$ cat config.mk
export PLATFORM = sky130hd
export DESIGN_NAME = mipid_queue
export DESIGN_NICKNAME = d
export VERILOG_FILES = /design/src/rtl/mipid_pkg.sv /design/src/rtl/mipid_queue.sv
export SDC_FILE = /design/constraint.sdc
export NUM_CORES = 1
export LEC_CHECK = 0
export ABC_CLOCK_PERIOD_IN_PS = 4500
export CAP_MARGIN = 20
export CORE_AREA = 2 2 89 91
export DETAILED_ROUTE_END_ITERATION = 12
export DIE_AREA = 0 0 91 93
export DONT_BUFFER_PORTS = 1
export SYNTH_ARGS = -nofsm -noshare
export SYNTH_HDL_FRONTEND = slang
export SYNTH_SLANG_ARGS = --single-unit
export TNS_END_PERCENT = 1
$ cat constraint.sdc
create_clock -name clock -period 4.5 [get_ports clock]
set_input_delay 0.9 -clock clock [delete_from_list [all_inputs] [get_ports clock]]
set_output_delay 0.9 -clock clock [all_outputs]
set_load 0.01 [all_outputs]
$ cat src/rtl/mipid_pkg.sv
package mipid_pkg;

   // Field widths of the channels and registers
   localparam int CHAN_W     = 3;
   localparam int VALUE_W    = 16;
   localparam int GAIN_W     = 32;
   localparam int LIMIT_W    = 15;
   localparam int DAC_W      = 16;
   localparam int OLG_W      = 24;
   localparam int CSR_IDX_W  = 3;
   localparam int CSR_DATA_W = 32;

   // Datapath widths
   localparam int FRAC_W   = 16;                 // Q.16 fraction of drive values
   localparam int ERR_W    = VALUE_W + 1;        // target minus measurement
   localparam int MULA_W   = GAIN_W + 1;         // gain or zero-extended open-loop factor
   localparam int PROD0_W  = MULA_W + ERR_W;
   localparam int PROD_W   = GAIN_W + ERR_W;
   localparam int SUM_W    = PROD0_W + 2;        // three products plus held drive
   localparam int DRIVE_W  = 32;                 // saturated drive always fits here

   localparam int QUEUE_DEPTH = 4;

   typedef enum logic [1:0] {
      KIND_PID    = 2'd0,   // closed-loop sample: update drive and error history
      KIND_LOAD   = 2'd1,   // open-loop target: scale straight into drive
      KIND_TARGET = 2'd2,   // closed-loop target within limit: store it
      KIND_HOLD   = 2'd3    // report held code only
   } kind_type;

   typedef enum logic [CSR_IDX_W-1:0] {
      CSR_GAIN_NOW       = 3'd0,
      CSR_GAIN_PREV      = 3'd1,
      CSR_GAIN_PREV2     = 3'd2,
      CSR_OUTPUT_LIMIT   = 3'd3,
      CSR_TARGET_LIMIT   = 3'd4,
      CSR_DAC_ZERO       = 3'd5,
      CSR_OPEN_LOOP      = 3'd6,
      CSR_OPEN_LOOP_GAIN = 3'd7
   } csr_index_type;

   typedef struct packed {
      kind_type                   kind;
      logic                       rejected;
      logic [CHAN_W-1:0]          channel;
      logic signed [VALUE_W-1:0]  value;
   } item_type;

   typedef struct packed {
      logic signed [GAIN_W-1:0] gain_now;
      logic signed [GAIN_W-1:0] gain_prev;
      logic signed [GAIN_W-1:0] gain_prev2;
      logic [LIMIT_W-1:0]       output_limit;
      logic [LIMIT_W-1:0]       target_limit;
      logic [DAC_W-1:0]         dac_zero;
      logic                     open_loop;
      logic [OLG_W-1:0]         open_loop_gain;
   } cfg_type;

   localparam cfg_type CFG_RESET = '{
      gain_now:       '0,
      gain_prev:      '0,
      gain_prev2:     '0,
      output_limit:   15'd32767,
      target_limit:   15'd32767,
      dac_zero:       16'd32768,
      open_loop:      1'b0,
      open_loop_gain: 24'd65536
   };

endpackage

$ cat src/rtl/mipid_queue.sv
module mipid_queue
   import mipid_pkg::*;
(
   input  logic      clock,
   input  logic      reset,
   input  logic      push_valid,
   input  item_type  push_item,
   output logic      full,
   input  logic      pop,
   output logic      pop_valid,
   output item_type  pop_item
);

   localparam int PTR_W = $clog2(QUEUE_DEPTH);
   localparam int CNT_W = $clog2(QUEUE_DEPTH + 1);

   item_type            slot_ff [QUEUE_DEPTH];
   logic [PTR_W-1:0]    wr_ptr_ff, wr_ptr_in, rd_ptr_ff, rd_ptr_in;
   logic [CNT_W-1:0]    count_ff, count_in;
   logic                do_push, do_pop;

   assign full      = count_ff == CNT_W'(QUEUE_DEPTH);
   assign pop_valid = count_ff != '0;
   assign pop_item  = slot_ff[rd_ptr_ff];
   assign do_push   = push_valid & ~full;
   assign do_pop    = pop & pop_valid;

   assign wr_ptr_in = do_push ? wr_ptr_ff + 1'b1 : wr_ptr_ff;
   assign rd_ptr_in = do_pop  ? rd_ptr_ff + 1'b1 : rd_ptr_ff;
   assign count_in  = count_ff + CNT_W'(do_push) - CNT_W'(do_pop);

   always_ff @(posedge clock) begin
      if (reset) begin
         wr_ptr_ff <= '0;
         rd_ptr_ff <= '0;
         count_ff  <= '0;
      end else begin
         wr_ptr_ff <= wr_ptr_in;
         rd_ptr_ff <= rd_ptr_in;
         count_ff  <= count_in;
      end
   end

   always_ff @(posedge clock) begin
      if (do_push) begin
         slot_ff[wr_ptr_ff] <= push_item;
      end
   end

endmodule

==> impl_metrics.json, run 1 <==
{
  "outcome": "finished, final reports clean",
  "leakage_nw": 1.29,
  "layout.cells.non_filler": 280,
  "endpoint_kind": "output pin",
  "setup_viol": 0,
  "dp.cells": 260,
  "crit_family": "flip-flops",
  "overflow": 0,
  "cts_resized": 0,
  "routed_wl_um": 5610,
  "clock-sinks": 97,
  "relSlewSlack": 0.283,
  "cts_buffer_depth": 2,
  "vias": 1509,
  "fp.dieH_um": 93,
  "dieArea_mm2": 0.00846,
  "nFillCells": 603,
  "grt_usage": 0.142,
  "post-route-period-util": 0.637,
  "ys_warn_count": 0,
  "slowest_delay_ns": 0.86,
  "gp_congestion": 0.625,
  "synthCells": 163,
  "multi_input_area_um2": 782,
  "worstPathRequired_ns": 3.60,
  "whs_ns": 0.541,
  "worst_ep_arrival_time_ns": 1.97,
  "cp-start-kind": "flop",
  "via_per_inst": 5.39,
  "grt_pass1_vias": 1659,
  "final_core_util": 0.539,
  "tns_ns": 0,
  "cts_buffers": 9,
  "synth_fp_nets": 196,
  "cp_cell_sequence": "mux4_1",
  "worstHoldPathType": "flop to flop",
  "layout_setup_ws_ns": 1.63,
  "core_area_mm2": 0.00753,
  "synth_cell_types": 25,
  "r2r_start": "count_ff[1]",
  "ir_worst_vdd_uv": 315,
  "skew_ns": 0.00726,
  "drc": 0,
  "power_density_mw_per_mm2": 546,
  "clk_pin_slew_worst_paths_ns": 0.09,
  "rows": 32,
  "syn_area_mm2": 0.00366,
  "rsz0062_at_grt": "no",
  "reg2reg_depth": 11,
  "wl_per_cell_um": 20.0,
  "yosysMostFrequentCell": "edfxtp_1",
  "clock_latency_ns": 0.36,
  "min_period_ns": 2.87,
  "drive_above_1_share": 0.247,
  "ctsRootBufferMaster": "clkbuf_8",
  "first_pass_iters": 4,
  "layout.area.seq_mm2": 0.00282,
  "hpwlAfterDp_um": 3450,
  "drv_cap": 0,
  "postCtsHoldBufs": 0,
  "avgSynthCellArea_um2": 22.5,
  "yosys_register_bits": 97,
  "synth_top_area_cell": "edfxtp_1",
  "antenna_found_initial": 0,
  "grt_max_degree": 23,
  "place_ws_ns": 1.84,
  "die_x_um": 91,
  "slew_viol_final": 0,
  "cts_tree": "built",
  "synth.area.top_cells": "edfxtp_1, mux4_2, dfxtp_1",
  "tightestPinTransition_ns": 1.07,
  "cts_setup_buffers": 0,
  "initialDrtViolationCount": 103,
  "synth_edf_count": 88,
  "io-pin-count": 50,
  "route.antenna.remaining_nets": 0,
  "path_buf_inv": 0,
  "hold-path-cell-count": 2,
  "seq_area_frac_synth": 0.770,
  "cp.depth": 1,
  "timing.fmax_mhz": 349,
  "cpMaxStageDelayCell": "dfxtp_2",
  "nets": 206,
  "grt_pass1_wl_um": 8830,
  "hold_viol_final": 0,
  "n_antenna_cell": 0,
  "hp-start": "wr_ptr_ff[0]",
  "cts_max_level": 3,
  "critical_path_class": "flop to output pin",
  "area_growth_syn_to_layout_pct": 10.8,
  "crit_fanout": 22,
  "start_util": 0.487,
  "synth_common_cells": "edfxtp_1, mux4_2, dfxtp_1",
  "ys.flop_type": "edfxtp_1",
  "portBuffers": 0,
  "yosys.area.top_type_share": 0.721,
  "async_reset_ff_frac": 0
}
-- path summary, 6_finish.rpt --
check / end / slack [ns]
hold reg to reg: wr_ptr_ff[0] / 0.54
setup / recovery: pop_item[17] / 1.63
setup reg to reg: count_ff[2] / 2.19
hold / removal: wr_ptr_ff[0] / 0.54
-- sequential cells by signal (all words and copies together), names as in the netlist, named ones only --
register	count
slot_ff	88
count_ff	3
rd_ptr_ff	2
wr_ptr_ff	2
-- power by group --
part	total (mW)	internal, mW	switching (mW)
sequential	1.21	1.10	0.110
combinational	0.444	0.235	0.209
clock	0.562	0.266	0.296
-- layout make-up --
cell class,count,share of cell area
Clock inverter,6,0.0188
Timing Repair Buffer,4,0.0241
Clock buffer,10,0.0315
Tap cell,102,0.0315
Inverter,6,0.00555
Multi-Input combinational cell,55,0.193
Sequential cell,97,0.696
-- metal layers --
metal | wire length (µm) | vias to the layer above | part of all wire | global-route usage
li1 | - | 680 | - | -
met1 | 2220 | 784 | 0.40 | 0.164
met2 | 2990 | 36 | 0.53 | 0.244
met3 | 307 | 9 | 0.055 | 0.0588
met4 | 97 | 0 | 0.017 | 0.0455
met5 | 0 | - | 0 | 0
-- placed cells by master, fill, tap and decap left out --
cell / synthesis / final
o21ai_0: 1 / 1
nor3_1: 1 / 1
inv_6: 0 / 1
buf_8: 0 / 1
nor3b_4: 1 / 1
edfxtp_1: 88 / 88
ha_1: 6 / 6
inv_8: 0 / 1
dfxtp_2: 0 / 1
nand2b_1: 2 / 2
dfxtp_1: 9 / 8
and2_1: 5 / 5
xnor2_2: 1 / 1
a21oi_1: 1 / 1
clkinv_4: 0 / 3
inv_1: 6 / 6
o311ai_1: 1 / 1
bufinv_16: 0 / 1
mux4_2: 20 / 20
xor2_1: 2 / 2
or3_1: 2 / 2
clkbuf_1: 1 / 1
clkbuf_8: 0 / 9
nor2_1: 5 / 5
o31a_2: 1 / 1
nor2_2: 1 / 1
fa_1: 1 / 1
nor2b_1: 1 / 1
buf_16: 0 / 3
mux2i_1: 1 / 1
mux4_1: 2 / 2
-- per-stage QoR --
step,power [mW],cell area (µm²)
global route,2.33,4060
floorplan,1.58,3660
global placement,1.64,3760
CTS,2.22,3960
finish,2.22,4060
detailed placement,1.67,3760
-- logic make-up after synthesis --
logic type	after synthesis	share of synthesized area
flops	97	0.770
mux	23	0.140
simple gates	18	0.0304
buf+inv	11	0.0161
fa+ha+maj	7	0.0260
compound gates	4	0.00785
xor+xnor	3	0.00922
No activity file was read; power rests on OpenSTA's default activity.
==> inputs of run 2 (changes only) <==
--- a/config.mk
+++ b/config.mk
@@ -5,12 +5,13 @@
 export SDC_FILE = /design/constraint.sdc
 export NUM_CORES = 1
 export LEC_CHECK = 0
-export ABC_CLOCK_PERIOD_IN_PS = 4500
+export ABC_CLOCK_PERIOD_IN_PS = 2600
 export CAP_MARGIN = 20
 export CORE_AREA = 2 2 89 91
 export DETAILED_ROUTE_END_ITERATION = 12
 export DIE_AREA = 0 0 91 93
 export DONT_BUFFER_PORTS = 1
+export PLACE_DENSITY = 0.66
 export SYNTH_ARGS = -nofsm -noshare
 export SYNTH_HDL_FRONTEND = slang
 export SYNTH_SLANG_ARGS = --single-unit
==> constraint.sdc (replaced) <==
create_clock -name clock -period 2.6 [get_ports clock]
set_input_delay 0.52 -clock clock [delete_from_list [all_inputs] [get_ports clock]]
set_output_delay 0.52 -clock clock [all_outputs]
set_load 0.01 [all_outputs]
==> impl_metrics.json, run 2 (synthesis gave the netlist of run 1 again) <==
{
  "outcome": "finished, final reports clean",
  "n_antenna_cell": 0,
  "cp_cell_sequence": "nor3b_4 -> nor2_2 -> inv_1 -> ha_1 -> inv_1 -> ha_1 -> inv_1 -> fa_1 -> xor2_1 -> and2_1 -> nor3_1",
  "cts_setup_buffers": 0,
  "io-pin-count": 50,
  "design_area_mm2": 0.00403,
  "cts_resized": 0,
  "rows": 32,
  "die_x_um": 91,
  "leakage_nw": 1.30,
  "hp-start": "reset",
  "power_density_mw_per_mm2": 944,
  "crit_fanout": 6,
  "setup_viol": 0,
  "critical_path_class": "flop to flop",
  "place_area_mm2": 0.00384,
  "path_buf_inv": 3,
  "nets": 212,
  "vias": 1544,
  "final_cell_mix": "edfxtp_1, mux4_2, clkbuf_8, buf_4, dfxtp_1",
  "reg2reg_depth": 11,
  "met3_usage": 0.0435,
  "dp.cells": 270,
  "drv_cap": 0,
  "post-route-period-util": 0.897,
  "start_util": 0.487,
  "min_period_ns": 2.33,
  "ir_worst_vdd_uv": 524,
  "regToRegSetupSlack_ns": 0.27,
  "crit_family": "simple AND/OR/NAND/NOR gates",
  "wl_per_cell_um": 20.1,
  "r2r_start": "count_ff[2]",
  "initialDrtViolationCount": 79,
  "fp.dieH_um": 93,
  "hold-path-cell-count": 1,
  "cp-start-kind": "flop",
  "gp_congestion": 0.691,
  "regMostFlops": "slot_ff",
  "layout.cells.non_filler": 286,
  "area_growth_syn_to_layout_pct": 10.1,
  "timing.fmax_mhz": 429,
  "antenna_found_initial": 0,
  "clock_latency_ns": 0.35,
  "slew_viol_final": 0,
  "clk_pin_slew_worst_paths_ns": 0.09,
  "drive_above_1_share": 0.266,
  "overflow": 0,
  "grt_pass1_wl_um": 8960,
  "portBuffers": 0,
  "route.antenna.remaining_nets": 0,
  "tightestPinTransition_ns": 0.539,
  "met1_usage": 0.165,
  "grt_usage": 0.147,
  "routed_wl_um": 5740,
  "drc": 0,
  "tns_ns": 0,
  "cts_buffer_depth": 2,
  "slowest_delay_ns": 0.43,
  "core_area_mm2": 0.00753,
  "grt_pass1_vias": 1696,
  "cts_tree": "built",
  "skew_ns": 0.00502,
  "ctsRootBufferMaster": "clkbuf_8",
  "relSlewSlack": 0.640,
  "largest_register_ffs": 88,
  "final_common_cell": "edfxtp_1",
  "cts_max_level": 3,
  "grt_max_degree": 16,
  "worst_ep_arrival_time_ns": 2.60,
  "clock-sinks": 97,
  "cts_buffers": 9,
  "endpoint_kind": "flop",
  "reg2reg_to": "count_ff[2]",
  "cpMaxStageDelayCell": "dfxtp_1",
  "rsz0062_at_grt": "no",
  "postCtsHoldBufs": 0,
  "grt_util_met2": 0.252,
  "top_usage_layer": "met2",
  "hpwlAfterDp_um": 3950,
  "crit_top_cell": "inv_1",
  "dieArea_mm2": 0.00846,
  "hold_viol_final": 0,
  "first_pass_iters": 4,
  "worstHoldPathType": "input port to flop",
  "reg_top3": "slot_ff (88), count_ff (3)",
  "via_per_inst": 5.40,
  "worstPathRequired_ns": 2.87,
  "final_core_util": 0.536
}
## run 2: how the worst max path moves through the flow
stage                 from          end  slack (ns)  cells after the start
3_5_place_dp   count_ff[1]  count_ff[2]        0.24                     11
2_1_floorplan   push_valid  count_ff[2]        0.48                     11
3_3_place_gp    push_valid  count_ff[2]        0.41                     11
5_1_grt        count_ff[2]  count_ff[2]        0.06                     11
6_report       count_ff[2]  count_ff[2]        0.27                     11
4_1_cts        count_ff[1]  count_ff[2]        0.21                     11
## run 2: through the flow
stage	setup slack [ns]	total power [mW]	hold WS, ns
6_report	0.269	3.81	0.222
5_1_grt	0.0552	3.99	0.201
4_1_cts	0.206	3.86	0.203
3_5_place_dp	0.239	2.94	0.517
3_3_place_gp	0.409	2.89	0.491
2_1_floorplan	0.482	2.73	0.482
## run 2: layout make-up
cell class	instances	area, µm²
fillers	625	3490
clock inverters	4	52.6
flip-flops and latches	97	2830
well taps	102	128
repair buffers	10	87.6
clock buffers	12	135
inverters	6	22.5
multi-input cells	55	782
## run 2: routing by layer
metal	wire, µm	share of wire
met1	2240	0.39
met2	3120	0.54
met3	306	0.053
met4	74	0.013
met5	0	0
## run 2: power by group
group	leakage (nW)	switching, mW	internal (mW)
Combinational	0.325	0.425	0.413
Sequential	0.881	0.140	1.90
Clock	0.0949	0.474	0.450
==> inputs of run 3 (changes only) <==
--- a/config.mk
+++ b/config.mk
@@ -7,11 +7,11 @@
 export LEC_CHECK = 0
 export ABC_CLOCK_PERIOD_IN_PS = 2600
 export CAP_MARGIN = 20
-export CORE_AREA = 2 2 89 91
+export CORE_AREA = 2 2 84 86
 export DETAILED_ROUTE_END_ITERATION = 12
-export DIE_AREA = 0 0 91 93
+export DIE_AREA = 0 0 86 88
 export DONT_BUFFER_PORTS = 1
-export PLACE_DENSITY = 0.66
+export PLACE_DENSITY = 0.73
 export SYNTH_ARGS = -nofsm -noshare
 export SYNTH_HDL_FRONTEND = slang
 export SYNTH_SLANG_ARGS = --single-unit
==> impl_metrics.json, run 3 (synthesis gave the netlist of run 1 again) <==
{
  "outcome": "finished, final reports clean",
  "critical_path_class": "flop to flop",
  "relSlewSlack": 0.777,
  "power.share.sequential": 0.526,
  "cp-start-kind": "flop",
  "tightestPinTransition_ns": 0.335,
  "clock-sinks": 97,
  "hp-start": "reset",
  "p_comb_frac": 0.226,
  "cts_max_level": 3,
  "clock_latency_ns": 0.35,
  "portBuffers": 0,
  "regMostFlops": "slot_ff",
  "die_x_um": 86,
  "design_area_mm2": 0.00399,
  "cts_resized": 0,
  "initialDrtViolationCount": 133,
  "crit_top_cell": "inv_1",
  "path_buf_inv": 3,
  "worst_ep_arrival_time_ns": 2.57,
  "nets": 210,
  "final_common_cell": "edfxtp_1",
  "place_ws_ns": 0.289,
  "cts_setup_buffers": 0,
  "crit_family": "adder cells",
  "overflow": 0,
  "setup.worst_path.start": "count_ff[1]",
  "ir_worst_vdd_uv": 690,
  "power_density_mw_per_mm2": 947,
  "min_period_ns": 2.30,
  "power_frac_clock": 0.248,
  "tns_ns": 0,
  "p_sw_mw": 1.00,
  "reg_top3": "slot_ff (88), count_ff (3)",
  "rows": 30,
  "drv_cap": 0,
  "start_util": 0.551,
  "endpoint_kind": "flop",
  "timing.fmax_mhz": 434,
  "grt_max_degree": 23,
  "hold_viol_final": 0,
  "postCtsHoldBufs": 0,
  "core_area_mm2": 0.00664,
  "vias": 1490,
  "cts_buffers": 9,
  "cpMaxStageDelayCell": "dfxtp_1",
  "routed_wl_um": 5310,
  "drive_above_1_share": 0.258,
  "drc": 0,
  "grt_pass1_wl_um": 8340,
  "via_per_inst": 5.69,
  "largest_register_ffs": 88,
  "post-route-period-util": 0.886,
  "worstHoldPathType": "input port to flop",
  "ctsRootBufferMaster": "clkbuf_8",
  "area_growth_syn_to_layout_pct": 9.02,
  "setup_viol": 0,
  "fp.dieH_um": 88,
  "slew_viol_final": 0,
  "grt_usage": 0.155,
  "r2r_start": "count_ff[1]",
  "cts_tree": "built",
  "cts_buffer_depth": 2,
  "io-pin-count": 50,
  "worstPathRequired_ns": 2.86,
  "first_pass_iters": 4,
  "grt_pass1_vias": 1646,
  "clk_pin_slew_worst_paths_ns": 0.08,
  "wl_per_cell_um": 20.3,
  "nFillCells": 448,
  "switching_share": 0.264,
  "skew_ns": 0.00911,
  "leakage_nw": 1.29,
  "rsz0062_at_grt": "no",
  "dieArea_mm2": 0.00757,
  "cp_cell_sequence": "nor3b_4 -> nor2_2 -> inv_1 -> ha_1 -> inv_1 -> ha_1 -> inv_1 -> fa_1 -> xor2_1 -> and2_1 -> nor3_1",
  "slowest_delay_ns": 0.50,
  "place_area_mm2": 0.00379,
  "final_cell_mix": "edfxtp_1, mux4_2, clkbuf_8, dfxtp_1, buf_4",
  "hpwlAfterDp_um": 3390,
  "layout_setup_ws_ns": 0.296,
  "route.antenna.remaining_nets": 0,
  "crit_fanout": 7,
  "n_antenna_cell": 0,
  "p_int_mw": 2.78,
  "gp_congestion": 0.679,
  "antenna_found_initial": 0
}
[run 3: path summary, 6_finish.rpt]
kind,depth (start not counted),slack (ns),to
max,11,0.30,count_ff[2]
min,1,0.23,flop
max reg2reg,11,0.30,count_ff[2]
min reg2reg,2,0.54,wr_ptr_ff[1]
[run 3: per-layer routing]
| layer | GRT usage | wire, µm |
|---|---|---|
| met1 | 0.172 | 2020 |
| met2 | 0.268 | 2860 |
| met3 | 0.0622 | 369 |
| met4 | 0.0649 | 64 |
| met5 | 0 | 0 |
[run 3: area by class of cell]
cell class	count	area, µm²	area share
Clock buffer	15	198	0.0495
Clock inverter	1	7.51	0.00188
Tap cell	80	100	0.0251
Multi-Input combinational cell	55	782	0.196
Sequential cell	97	2820	0.707
Timing Repair Buffer	8	60.1	0.0150
Inverter	6	22.5	0.00564
[run 3: power groups by stage]
stage	Combinational [mW]	Clock, mW	Sequential, mW
detailed placement	0.876	0	2.03
global route	0.940	1.03	2.01
finish	0.855	0.938	1.99
CTS	0.877	0.965	1.99
global placement	0.844	0	2.01
floorplan	0.718	0	2.01
[run 3: metrics by stage]
step           hold WS (ns)   util  cells  total power, mW
2_1_floorplan         0.482      -    163             2.73
3_3_place_gp          0.496  0.570    246             2.85
3_5_place_dp          0.534  0.570    246             2.90
4_1_cts               0.217  0.601    262             3.83
5_1_grt               0.207  0.601    262             3.98
6_report              0.234  0.601    262             3.78
