**src/rtl/mipid_pkg.sv**
```systemverilog
package mipid_pkg;

   // Field widths of the channels and registers
   localparam int CHAN_W     = 3;
   localparam int VALUE_W    = 16;
   localparam int GAIN_W     = 32;
   localparam int LIMIT_W    = 15;
   localparam int DAC_W      = 16;
   localparam int OLG_W      = 24;
   localparam int CSR_IDX_W  = 3;
   localparam int CSR_DATA_W = 32;

   // Datapath widths
   localparam int FRAC_W   = 16;                 // Q.16 fraction of drive values
   localparam int ERR_W    = VALUE_W + 1;        // target minus measurement
   localparam int MULA_W   = GAIN_W + 1;         // gain or zero-extended open-loop factor
   localparam int PROD0_W  = MULA_W + ERR_W;
   localparam int PROD_W   = GAIN_W + ERR_W;
   localparam int SUM_W    = PROD0_W + 2;        // three products plus held drive
   localparam int DRIVE_W  = 32;                 // saturated drive always fits here

   localparam int QUEUE_DEPTH = 4;

   typedef enum logic [1:0] {
      KIND_PID    = 2'd0,   // closed-loop sample: update drive and error history
      KIND_LOAD   = 2'd1,   // open-loop target: scale straight into drive
      KIND_TARGET = 2'd2,   // closed-loop target within limit: store it
      KIND_HOLD   = 2'd3    // report held code only
   } kind_type;

   typedef enum logic [CSR_IDX_W-1:0] {
      CSR_GAIN_NOW       = 3'd0,
      CSR_GAIN_PREV      = 3'd1,
      CSR_GAIN_PREV2     = 3'd2,
      CSR_OUTPUT_LIMIT   = 3'd3,
      CSR_TARGET_LIMIT   = 3'd4,
      CSR_DAC_ZERO       = 3'd5,
      CSR_OPEN_LOOP      = 3'd6,
      CSR_OPEN_LOOP_GAIN = 3'd7
   } csr_index_type;

   typedef struct packed {
      kind_type                   kind;
      logic                       rejected;
      logic [CHAN_W-1:0]          channel;
      logic signed [VALUE_W-1:0]  value;
   } item_type;

   typedef struct packed {
      logic signed [GAIN_W-1:0] gain_now;
      logic signed [GAIN_W-1:0] gain_prev;
      logic signed [GAIN_W-1:0] gain_prev2;
      logic [LIMIT_W-1:0]       output_limit;
      logic [LIMIT_W-1:0]       target_limit;
      logic [DAC_W-1:0]         dac_zero;
      logic                     open_loop;
      logic [OLG_W-1:0]         open_loop_gain;
   } cfg_type;

   localparam cfg_type CFG_RESET = '{
      gain_now:       '0,
      gain_prev:      '0,
      gain_prev2:     '0,
      output_limit:   15'd32767,
      target_limit:   15'd32767,
      dac_zero:       16'd32768,
      open_loop:      1'b0,
      open_loop_gain: 24'd65536
   };

endpackage

```
**src/rtl/mipid_front.sv**
```systemverilog
module mipid_front
   import mipid_pkg::*;
#(
   parameter int CHANNELS = 8
) (
   input  logic                      clock,
   input  logic                      reset,
   input  logic                      req_valid,
   output logic                      req_stall,
   input  logic                      req_action,
   input  logic [CHAN_W-1:0]         req_channel,
   input  logic signed [VALUE_W-1:0] req_value,
   input  logic                      open_loop,
   input  logic [LIMIT_W-1:0]        target_limit,
   input  logic                      queue_full,
   output logic                      item_valid,
   output item_type                  item
);

   logic      valid_ff, valid_in;
   item_type  item_ff, item_in, classified;
   logic      load, push, in_range, too_big;
   logic [VALUE_W-1:0] magnitude;

   assign req_stall = valid_ff & queue_full;
   assign load      = req_valid & ~req_stall;
   assign push      = valid_ff & ~queue_full;
   assign in_range  = {{(32-CHAN_W){1'b0}}, req_channel} < CHANNELS;

   // The magnitude of -32768 still fits sixteen unsigned bits
   assign magnitude = req_value[VALUE_W-1] ? VALUE_W'(-req_value) : VALUE_W'(req_value);
   assign too_big   = magnitude > {1'b0, target_limit};

   always_comb begin
      classified.channel  = req_channel;
      classified.value    = req_value;
      classified.rejected = 1'b0;
      if (!req_action) begin
         classified.kind = open_loop ? KIND_HOLD : KIND_PID;
      end else if (open_loop) begin
         classified.kind = KIND_LOAD;
      end else if (too_big) begin
         classified.kind     = KIND_HOLD;
         classified.rejected = 1'b1;
      end else begin
         classified.kind = KIND_TARGET;
      end
   end

   // Drop items for channels that do not exist
   assign valid_in = (load & in_range) | (valid_ff & ~push);
   assign item_in  = load ? classified : item_ff;

   always_ff @(posedge clock) begin
      if (reset) begin
         valid_ff <= 1'b0;
      end else begin
         valid_ff <= valid_in;
      end
   end

   always_ff @(posedge clock) begin
      item_ff <= item_in;
   end

   assign item_valid = valid_ff;
   assign item       = item_ff;

endmodule

```
**config.mk**
```make
export PLATFORM = sky130hd
export DESIGN_NAME = mipid_front
export DESIGN_NICKNAME = d
export VERILOG_FILES = /design/src/rtl/mipid_pkg.sv /design/src/rtl/mipid_front.sv
export SDC_FILE = /design/constraint.sdc
export NUM_CORES = 1
export LEC_CHECK = 0
export BUFFER_PORTS_ARGS = -buffer_cell sky130_fd_sc_hd__buf_2
export CAP_MARGIN = 20
export CORE_MARGIN = 2
export CORE_UTILIZATION = 30
export CTS_BUF_LIST = sky130_fd_sc_hd__clkbuf_2 sky130_fd_sc_hd__clkbuf_4 sky130_fd_sc_hd__clkbuf_8
export CTS_CLUSTER_DIAMETER = 150
export DETAILED_ROUTE_END_ITERATION = 8
export GPL_TIMING_DRIVEN = 0
export PLACE_DENSITY = 0.56
export SLEW_MARGIN = 10
export SYNTH_ARGS = -nofsm -noshare
export SYNTH_HDL_FRONTEND = slang
export SYNTH_SLANG_ARGS = --single-unit
```
**constraint.sdc**
```tcl
create_clock -name clock -period 4.14 [get_ports clock]
set_clock_uncertainty 0.2 [all_clocks]
set_input_delay 0.621 -clock clock [delete_from_list [all_inputs] [get_ports clock]]
set_output_delay 0.621 -clock clock [all_outputs]
set_load 0.1 [all_outputs]
```
==> results of run 1 <==
## final cells by class
type / count / area, µm² / share of cell area (%)
sequential: 23 / 681 / 36.3
multi-input combinational: 86 / 671 / 35.8
timing repair buffer: 64 / 330 / 17.6
inverter: 20 / 75.1 / 4.01
tap: 54 / 67.6 / 3.60
clock buffer: 3 / 41.3 / 2.20
clock inverter: 1 / 5.00 / 0.267
buffer: 1 / 3.75 / 0.200
## metrics by stage
stage	utilization (%)	power (mW)	hold WS, ns
after floorplan	-	0.451	0.493
after global placement	38.8	0.503	0.396
after detailed placement	39.2	0.506	0.443
after CTS	40.2	0.647	0.300
after global routing	40.2	0.672	0.303
final	40.2	0.636	0.305
## cells by family (layout without fill, tap and decap cells)
family                   Yosys count  in the layout
AO/OA/AOI/OAI                     24             24
XOR/XNOR                          13             13
adder cells (fa/ha/maj)           17             17
buffers and inverters             21             89
flip-flops                        23             23
AND/OR/NAND/NOR                   32             32
## power by group through the flow
stage | combinational, mW | sequential (mW) | clock, mW
finish | 0.224 | 0.274 | 0.137
CTS | 0.227 | 0.274 | 0.145
global route | 0.244 | 0.276 | 0.152
floorplan | 0.0706 | 0.381 | 0
detailed placement | 0.227 | 0.280 | 0
global placement | 0.223 | 0.280 | 0
## worst min path at each step
stage	start	to	slack (ns)	cells after the start
3_5_place_dp	item_valid	item_valid	0.44	3
3_3_place_gp	item_valid	item_valid	0.40	3
4_1_cts	reset	item_valid	0.30	2
5_1_grt	reset	item_valid	0.30	2
2_1_floorplan	reset	item_valid	0.49	1
6_report	reset	item_valid	0.30	2
## registers in the layout, summed over array words and instances, names as in the netlist
name	count
item_valid	1
item	22
## metal layers
metal  track usage (%)  routed length, µm  vias to the layer above
li1                  -                  -                      607
met4              3.70                 21                        0
met3              2.07                165                        2
met1              13.6               1270                      531
met2              19.9               1490                       41
met5                 0                  0                        -
## synth_stat cells, types with 2 or more instances
cell type   n  area share [%]
edfxtp_1   22              46
inv_1      20             5.3
ha_1       17              15
xnor2_1    12             7.4
nand2_1     8             2.1
o21ai_0     6             2.1
a21oi_1     5             1.8
nor2_1      5             1.3
nand3_1     4             1.4
nand4_1     3             1.3
o31ai_1     3             1.6
a21o_1      2             1.1
nand2b_1    2            0.88
nor2b_1     2            0.88
nor3_1      2            0.70
==> impl_metrics.py, run 1 <==
metrics = {
    "pwr": {
        "p_int_mw": 0.399,
        "power_frac_seq_pct": 43.1,
        "power.switching_mw": 0.236,
        "combPwrFrac_pct": 35.3,
        "leakagePower_nw": 0.878,
        "clkPwrFrac_pct": 21.6,
        "sw_frac_of_total_pct": 37.2,
        "power_density_nw_per_um2": 339,
        "vdd_drop_max_mv": 0.150,
    },
    "critical_path": {
        "critPathBufInv": 1,
        "crit_arrival_ns": 3.39,
        "cp.required_ns": 3.96,
        "crit_end": "item[19]",
        "path_cells": "buf_2 -> or4_4 -> or3_4 -> o21ai_0 -> xnor2_1 -> ha_1 -> nand3_1 -> nor2_1 -> a221o_1 -> or3_1 -> a31o_2",
        "criticalPathCategory": "in -> reg",
        "cp_slowest_stage_delay_ns": 0.54,
        "critical-path-top-delay-family": "simple AND/OR/NAND/NOR gates",
        "ff2ff_setup_slack_ns": 2.44,
        "cp-startpoint": "req_value[10]",
        "r2r_end": "item[15]",
        "cp.depth": 11,
        "crit_slowest_cell": "or4_4",
        "start_kind": "input pin",
        "r2r_cells": 3,
        "reg2reg_from": "item_valid",
        "endpoint_kind": "register",
        "path_max_fanout": 4,
    },
    "place": {
        "place.gp.congestion": 0.717,
        "place.port_buffers": 63,
        "dp_hpwl_um": 2480,
        "dpl_cell_area_um2": 1830,
        "pre_cts_ws_ns": 0.285,
        "place_inst": 248,
    },
    "yosys": {
        "syn_avg_cell_area_um2": 11.0,
        "synth-compound-area-share_pct": 11.9,
        "seq_area_frac_synth_pct": 47.7,
        "syn_area_um2": 1430,
        "ys.flop_type": "edfxtp_1",
        "synth_nets": 187,
        "synth-edff-count": 22,
        "synth_seq_cells": 23,
        "synth_mux_area_share_pct": 0,
        "synth_adder_area_share_pct": 14.9,
        "yosys.area_share.simple_pct": 12.0,
        "synthCells": 130,
        "synth_top_family_by_area": "adder cells",
        "synthDistinctLibCells": 32,
        "synth-xor-area-share_pct": 7.98,
        "synth_warnings": 0,
        "synth-async-reset-ratio_pct": 0,
    },
    "clocking": {
        "numCtsBuffers": 3,
        "cts_num_sinks": 23,
        "clk_pin_slew_ns": 0.08,
        "cts_setup_buffers": 0,
        "postCtsResizedCells": 0,
        "htreeDepth": 1,
        "clock_path_buffers": 2,
        "clk_latency_ns": 0.26,
        "tritoncts": "built",
        "ctsHoldBuffers": 0,
        "cts_root_buf": "clkbuf_8",
    },
    "detailed_routing": {
        "wire_per_inst_um": 11.7,
        "via_per_inst": 4.69,
        "antenna_left": 0,
        "drt_iter0_markers": 33,
        "drt_wl_total_um": 2940,
        "drc_errors": 0,
        "vias": 1181,
        "first_pass_iters": 4,
    },
    "die": {
        "die_height_um": 73.0,
        "core_area_um2": 4660,
        "fp-row-count": 25,
        "dieWidth_um": 73.0,
        "die_area_um2": 5330,
        "io_pins": 64,
        "initial_core_util_pct": 30.6,
    },
    "sta": {
        "setup_ws_ns": 0.569,
        "rsz0062_at_grt": "false",
        "hold_viol": 0,
        "finalCritPeriodShare_pct": 86.3,
        "min_period_ns": 3.57,
        "timing.final.max_slew_violations": 0,
        "tightestPinTransition_ns": 0.591,
        "fmax_ghz": 0.280,
        "relSlewSlack_pct": 60.4,
        "setup-tns-final_ns": 0,
        "setup_viol": 0,
    },
    "global_route": {
        "track_usage_pct": 11.2,
        "grt_pass1_vias": 1071,
        "antenna_found_initial": 0,
        "grt_max_degree": 14,
        "grt_pass1_wl_um": 4620,
        "grt.overflow.total": 0,
    },
    "final_layout": {
        "syn2layout_area_growth_pct": 31.3,
        "final_common_cell": "buf_2",
        "drive_gt1_share_pct": 36.9,
        "nFillCells": 479,
        "fin_area_um2": 1870,
        "num-nets-final": 256,
        "fin_cells": 252,
        "final_cell_mix": "buf_2 (63), edfxtp_1 (22), inv_1 (20), ha_1 (17), xnor2_1 (12)",
        "n_antenna_cell": 0,
    },
    "hold_path": {
        "min_path_type": "in -> reg",
    },
    "flow_run": {
        "drv_cap": 0,
    },
    "run_status": {
        "outcome": "finished, final reports clean",
    },
}
No activity file was read; power rests on OpenSTA's default activity.
==> inputs of run 2 (changes only) <==
--- a/config.mk
+++ b/config.mk
@@ -5,8 +5,10 @@
 export SDC_FILE = /design/constraint.sdc
 export NUM_CORES = 1
 export LEC_CHECK = 0
+export ABC_AREA = 1
 export BUFFER_PORTS_ARGS = -buffer_cell sky130_fd_sc_hd__buf_2
 export CAP_MARGIN = 20
+export CORE_ASPECT_RATIO = 1.75
 export CORE_MARGIN = 2
 export CORE_UTILIZATION = 30
 export CTS_BUF_LIST = sky130_fd_sc_hd__clkbuf_2 sky130_fd_sc_hd__clkbuf_4 sky130_fd_sc_hd__clkbuf_8
==> run 2 against run 1 <==
Compared with the run above:
- area after synthesis is 3.9% higher
- count of clock-buffer cells in the layout unchanged
- design area is 2.8% higher
- global-route usage grew 0.31 points
- register-to-register slack improved by 0.25 ns
- sequential power about the same
- clock power down 3%
- hold slack worse by 0.021 ns
- critical path depth grew 4
- routed wire length up 6.1%
- die area up 4.1%
- sequential share of layout area is 0.99 points lower
- critical path type unchanged
- critical endpoint is now item[20]
- largest cell class unchanged
==> impl_metrics.py, run 2 <==
metrics = {
    "critical_path": {
        "crit_slowest_cell": "ha_1",
        "critical-path-top-delay-family": "simple AND/OR/NAND/NOR gates",
        "criticalPathCategory": "in -> reg",
        "path_common_cell": "nand3_1",
        "endpoint_kind": "register",
        "crit_arrival_ns": 2.64,
        "cp_slowest_stage_delay_ns": 0.30,
        "path_cells": "buf_2 -> inv_1 -> ha_1 -> nand3_1 -> nor2_1 -> nand3_1 -> nand2_1 -> nand2_1 -> xor2_1 -> ha_1 -> nand3_1 -> nor3_1 -> nand4_1 -> nand3_1 -> nand2_1",
        "path_max_fanout": 3,
        "start_kind": "input pin",
        "critPathBufInv": 2,
        "cp.required_ns": 3.96,
    },
    "sta": {
        "fmax_ghz": 0.355,
        "setup-tns-final_ns": 0,
        "setup_viol": 0,
        "hold_viol": 0,
        "hold_slack_ns": 0.284,
        "relSlewSlack_pct": 66.9,
        "timing.final.max_slew_violations": 0,
        "tightestPinTransition_ns": 0.500,
        "setup_ws_ns": 1.32,
        "rsz0062_at_grt": "false",
        "finalCritPeriodShare_pct": 68.1,
        "min_period_ns": 2.82,
    },
    "detailed_routing": {
        "via_per_inst": 4.31,
        "drt_wl_total_um": 3120,
        "dr_wl_met3_um": 122,
        "drt_iter0_markers": 17,
        "vias": 1206,
        "first_pass_iters": 4,
        "drc_errors": 0,
        "wire_per_inst_um": 11.1,
        "top_layer_used": "met4",
        "dr_wl_met2_um": 1840,
        "antenna_left": 0,
        "met1Wirelength_um": 1110,
    },
    "global_route": {
        "grt_pass1_wl_um": 4970,
        "antenna_found_initial": 0,
        "track_usage_pct": 11.6,
        "grt.overflow.total": 0,
        "grt_max_degree": 18,
        "grt_pass1_vias": 1175,
    },
    "yosys": {
        "synthCells": 160,
        "yosysTopAreaCellShare_pct": 44.6,
        "synth-async-reset-ratio_pct": 0,
        "synth_most_common_cell": "inv_1",
        "synth_common_cells": "inv_1 (32), nand2_1 (28), edfxtp_1 (22)",
        "syn_avg_cell_area_um2": 9.27,
        "synth_seq_cells": 23,
        "yosysTopAreaCell": "edfxtp_1",
        "seq_area_frac_synth_pct": 45.9,
        "ys.flop_type": "edfxtp_1",
        "synthDistinctLibCells": 25,
        "synth_nets": 217,
        "syn_area_um2": 1480,
        "synth_area_leaders": "edfxtp_1 (45%), ha_1 (14%), inv_1 (8.1%)",
        "synth-edff-count": 22,
        "synth_warnings": 0,
    },
    "clocking": {
        "clock_path_buffers": 2,
        "cts_setup_buffers": 0,
        "tritoncts": "built",
        "cts_num_sinks": 23,
        "htreeDepth": 1,
        "clk_latency_ns": 0.25,
        "numCtsBuffers": 3,
        "postCtsResizedCells": 0,
        "cts_root_buf": "clkbuf_8",
        "clk_pin_slew_ns": 0.08,
        "ctsHoldBuffers": 0,
    },
    "place": {
        "place.gp.congestion": 0.742,
        "place.port_buffers": 63,
        "dp_hpwl_um": 2760,
        "pre_cts_ws_ns": 0.984,
    },
    "die": {
        "dieWidth_um": 57.1,
        "die_area_um2": 5540,
        "fp-row-count": 33,
        "io_pins": 64,
        "core_area_um2": 4710,
        "die_height_um": 97,
        "initial_core_util_pct": 31.5,
    },
    "flow_run": {
        "drv_cap": 0,
    },
    "final_layout": {
        "utilization_pct": 40.9,
        "num-nets-final": 286,
        "final_common_cell": "buf_2",
        "syn2layout_area_growth_pct": 30.0,
        "n_antenna_cell": 0,
        "final_cell_mix": "buf_2 (64), inv_1 (32), nand2_1 (28), edfxtp_1 (22), ha_1 (17)",
        "largest_register_ffs": 22,
        "nFillCells": 517,
        "drive_gt1_share_pct": 34.6,
    },
    "pwr": {
        "leakagePower_nw": 1.02,
        "p_total_mw": 0.638,
        "power_density_nw_per_um2": 331,
        "vdd_drop_max_mv": 0.247,
    },
    "run_status": {
        "outcome": "finished, final reports clean",
    },
    "hold_path": {
        "min_path_type": "reg -> reg",
    },
}
-- run 2: where the power goes --
part           internal [mW]  switching [mW]  leakage [nW]  total (mW)
combinational         0.0599           0.172         0.773       0.232
sequential             0.271         0.00255         0.221       0.274
clock                 0.0669          0.0657        0.0255       0.133
-- run 2: cells by family after synthesis --
| logic type | after synthesis | share of synthesized area, % |
|---|---|---|
| simple gates | 55 | 16.6 |
| xor+xnor | 13 | 7.68 |
| buf+inv | 35 | 8.95 |
| compound gates | 17 | 6.50 |
| flops | 23 | 45.9 |
| fa+ha+maj | 17 | 14.3 |
-- run 2: worst paths after layout --
kind           startpoint    endpoint  slack (ns)  depth (start not counted)
max          req_value[0]    item[20]        1.32                         15
min            item_valid  item_valid        0.28                          2
max reg2reg    item_valid     item[2]        2.69                          4
min reg2reg    item_valid  item_valid        0.28                          2
-- run 2: area by class of cell --
class                      instances  area (µm²)  area share [%]
sequential                        23         681            35.3
multi-input combinational        102         672            34.9
timing repair buffer              64         330            17.1
inverter                          34         128            6.62
tap                               52        65.1            3.38
clock buffer                       3        41.3            2.14
clock inverter                     1        5.00           0.260
buffer                             1        5.00           0.260
-- run 2: per-stage QoR --
| step | instance area (µm²) | cells |
|---|---|---|
| 3_3_place_gp | 1860 | 275 |
| 2_1_floorplan | 1480 | 160 |
| 5_1_grt | 1930 | 280 |
| 4_1_cts | 1930 | 280 |
| 3_5_place_dp | 1880 | 276 |
| 6_report | 1930 | 280 |
-- run 2: routing by layer --
metal	track usage, %	vias up
met5	0	-
met4	5.01	0
met3	1.87	2
met2	22.5	25
met1	11.3	528
li1	-	651
-- run 2: tightest hold or removal path, delay by kind of cell (launching register included) --
kind	cells	cell delay, ns
flip-flops	1	0.31
AND/OR/NAND/NOR	1	0.08
AO/OA/AOI/OAI	1	0.06
==> inputs of run 3 (changes only) <==
--- a/config.mk
+++ b/config.mk
@@ -5,7 +5,7 @@
 export SDC_FILE = /design/constraint.sdc
 export NUM_CORES = 1
 export LEC_CHECK = 0
-export ABC_AREA = 1
+export ABC_AREA = 0
 export BUFFER_PORTS_ARGS = -buffer_cell sky130_fd_sc_hd__buf_2
 export CAP_MARGIN = 20
 export CORE_ASPECT_RATIO = 1.75
@@ -15,7 +15,7 @@
 export CTS_CLUSTER_DIAMETER = 150
 export DETAILED_ROUTE_END_ITERATION = 8
 export GPL_TIMING_DRIVEN = 0
-export PLACE_DENSITY = 0.56
+export PLACE_DENSITY = 0.58
 export SLEW_MARGIN = 10
 export SYNTH_ARGS = -nofsm -noshare
 export SYNTH_HDL_FRONTEND = slang
==> constraint.sdc (replaced) <==
create_clock -name clock -period 2.5 [get_ports clock]
set_clock_uncertainty 0.2 [all_clocks]
set_input_delay 0.375 -clock clock [delete_from_list [all_inputs] [get_ports clock]]
set_output_delay 0.375 -clock clock [all_outputs]
set_load 0.1 [all_outputs]
==> run 3 against run 2 <==
Compared with the run above:
- the flow now finishes with violations (setup timing)
- sequential power grew 66%
- routed wire length grew 0.35%
- critical path depth shrank 4
- die area shrank 3.5%
- sequential cell count is the same
- cell count shrank 9.6%
- largest power group unchanged
- global-route usage grew 0.22 points
- design area grew 1.6%
- utilization grew 1.4 points
- clock power grew 72%
- non-clock buffer count grew 3
==> impl_metrics.py, run 3 (same netlist as run 1, synthesis figures left out) <==
metrics = {
    "run_status": {
        "outcome": "finished, violations left",
        "violations": "setup timing",
    },
    "critical_path": {
        "critPathBufInv": 1,
        "start_kind": "input pin",
        "critical-path-top-delay-family": "simple AND/OR/NAND/NOR gates",
        "crit_slowest_cell": "or4_4",
        "cp.required_ns": 2.33,
        "reg2reg_from": "item_valid",
        "path_cells": "buf_8 -> or4_4 -> or3_4 -> o21ai_2 -> xnor2_1 -> ha_1 -> nand3_2 -> nor2_1 -> a221o_1 -> or3_4 -> a31o_2",
        "path_max_fanout": 3,
        "endpoint_kind": "register",
        "cp_slowest_stage_delay_ns": 0.53,
        "r2r_cells": 3,
        "crit_arrival_ns": 2.93,
        "cp-startpoint": "req_value[10]",
        "ff2ff_setup_slack_ns": 0.84,
        "crit_end": "item[19]",
        "r2r_end": "item[1]",
        "cp.depth": 11,
        "criticalPathCategory": "in -> reg",
        "path_common_cell": "or3_4",
    },
    "detailed_routing": {
        "drt_iter0_markers": 7,
        "wire_per_inst_um": 12.4,
        "antenna_left": 0,
        "first_pass_iters": 3,
        "via_per_inst": 4.78,
        "drc_errors": 0,
        "drt_wl_total_um": 3130,
        "vias": 1210,
    },
    "global_route": {
        "grt_pass1_vias": 1125,
        "grt_max_degree": 23,
        "grt.overflow.total": 0,
        "antenna_found_initial": 0,
        "grt_pass1_wl_um": 4810,
        "track_usage_pct": 11.8,
    },
    "final_layout": {
        "num-nets-final": 259,
        "final_cell_mix": "buf_2 (60), edfxtp_1 (22), inv_1 (20), ha_1 (17), xnor2_1 (12)",
        "nFillCells": 490,
        "n_antenna_cell": 0,
        "largest_register_ffs": 22,
        "drive_gt1_share_pct": 41.8,
        "syn2layout_area_growth_pct": 37.1,
        "final_common_cell": "buf_2",
    },
    "pwr": {
        "leakagePower_nw": 0.908,
        "vdd_drop_max_mv": 0.221,
        "power_density_nw_per_um2": 548,
        "p_total_mw": 1.07,
    },
    "clocking": {
        "clk_latency_ns": 0.26,
        "cts_root_buf": "clkbuf_8",
        "cts_num_sinks": 23,
        "numCtsBuffers": 3,
        "clock_path_buffers": 2,
        "htreeDepth": 1,
        "clk_pin_slew_ns": 0.08,
        "ctsHoldBuffers": 0,
        "tritoncts": "built",
    },
    "flow_run": {
        "drv_cap": 0,
    },
    "sta": {
        "tightestPinTransition_ns": 0.500,
        "fmax_ghz": 0.322,
        "finalCritPeriodShare_pct": 124,
        "rsz0062_at_grt": "true",
        "setup_viol": 2,
        "setup-tns-final_ns": -1.16,
        "timing.final.max_slew_violations": 0,
        "hold_viol": 0,
        "relSlewSlack_pct": 66.5,
        "min_period_ns": 3.11,
        "setup_ws_ns": -0.607,
        "hold_slack_ns": 0.0514,
    },
    "die": {
        "die_height_um": 95.3,
        "io_pins": 64,
        "fp-row-count": 33,
        "initial_core_util_pct": 30.9,
        "die_area_um2": 5350,
        "dieWidth_um": 56.1,
        "core_area_um2": 4620,
    },
    "place": {
        "place.gp.congestion": 0.836,
        "place.port_buffers": 63,
        "dp_hpwl_um": 2560,
    },
    "hold_path": {
        "min_path_type": "in -> reg",
    },
}
[run 3: layer usage]
layer | track usage (%) | routed length, µm
met5 | 0 | 0
met4 | 7.34 | 123
met3 | 2.04 | 163
met2 | 21.8 | 1670
met1 | 12.1 | 1180
[run 3: final cells by class]
cell class                      count  area (µm²)  area share (%)
Timing Repair Buffer               67         372            19.0
Buffer                              1        3.75           0.192
Inverter                           20        75.1            3.84
Tap cell                           52        65.1            3.32
Clock buffer                        3        41.3            2.11
Multi-Input combinational cell     86         714            36.5
Clock inverter                      1        5.00           0.256
Sequential cell                    23         681            34.8
[run 3: how the worst min path moves through the flow]
stage	endpoint	start	cells after the start	slack (ns)
global placement	item_valid	reset	2	0.34
floorplan	item_valid	reset	1	0.25
finish	item_valid	reset	2	0.05
detailed placement	item_valid	reset	2	0.34
global route	item_valid	reset	2	0.05
CTS	item_valid	reset	2	0.05
[run 3: repair_timing]
item,CTS,global route
setup buffers,3,0
setup endpoints to repair,2,2
pin swaps,3,2
resized for setup,10,2
[run 3: metrics by stage]
step | util [%] | cell area [µm²] | std cells | setup WS [ns]
2_1_floorplan | - | 1440 | 130 | -0.704
3_3_place_gp | 39.4 | 1820 | 245 | -1.11
3_5_place_dp | 39.4 | 1820 | 245 | -1.12
4_1_cts | 41.7 | 1930 | 252 | -0.616
5_1_grt | 42.3 | 1960 | 253 | -0.662
6_report | 42.3 | 1960 | 253 | -0.607
[run 3: power by group]
part | internal, mW | switching, mW
clock | 0.111 | 0.118
sequential | 0.450 | 0.00464
combinational | 0.112 | 0.277
total | 0.673 | 0.400
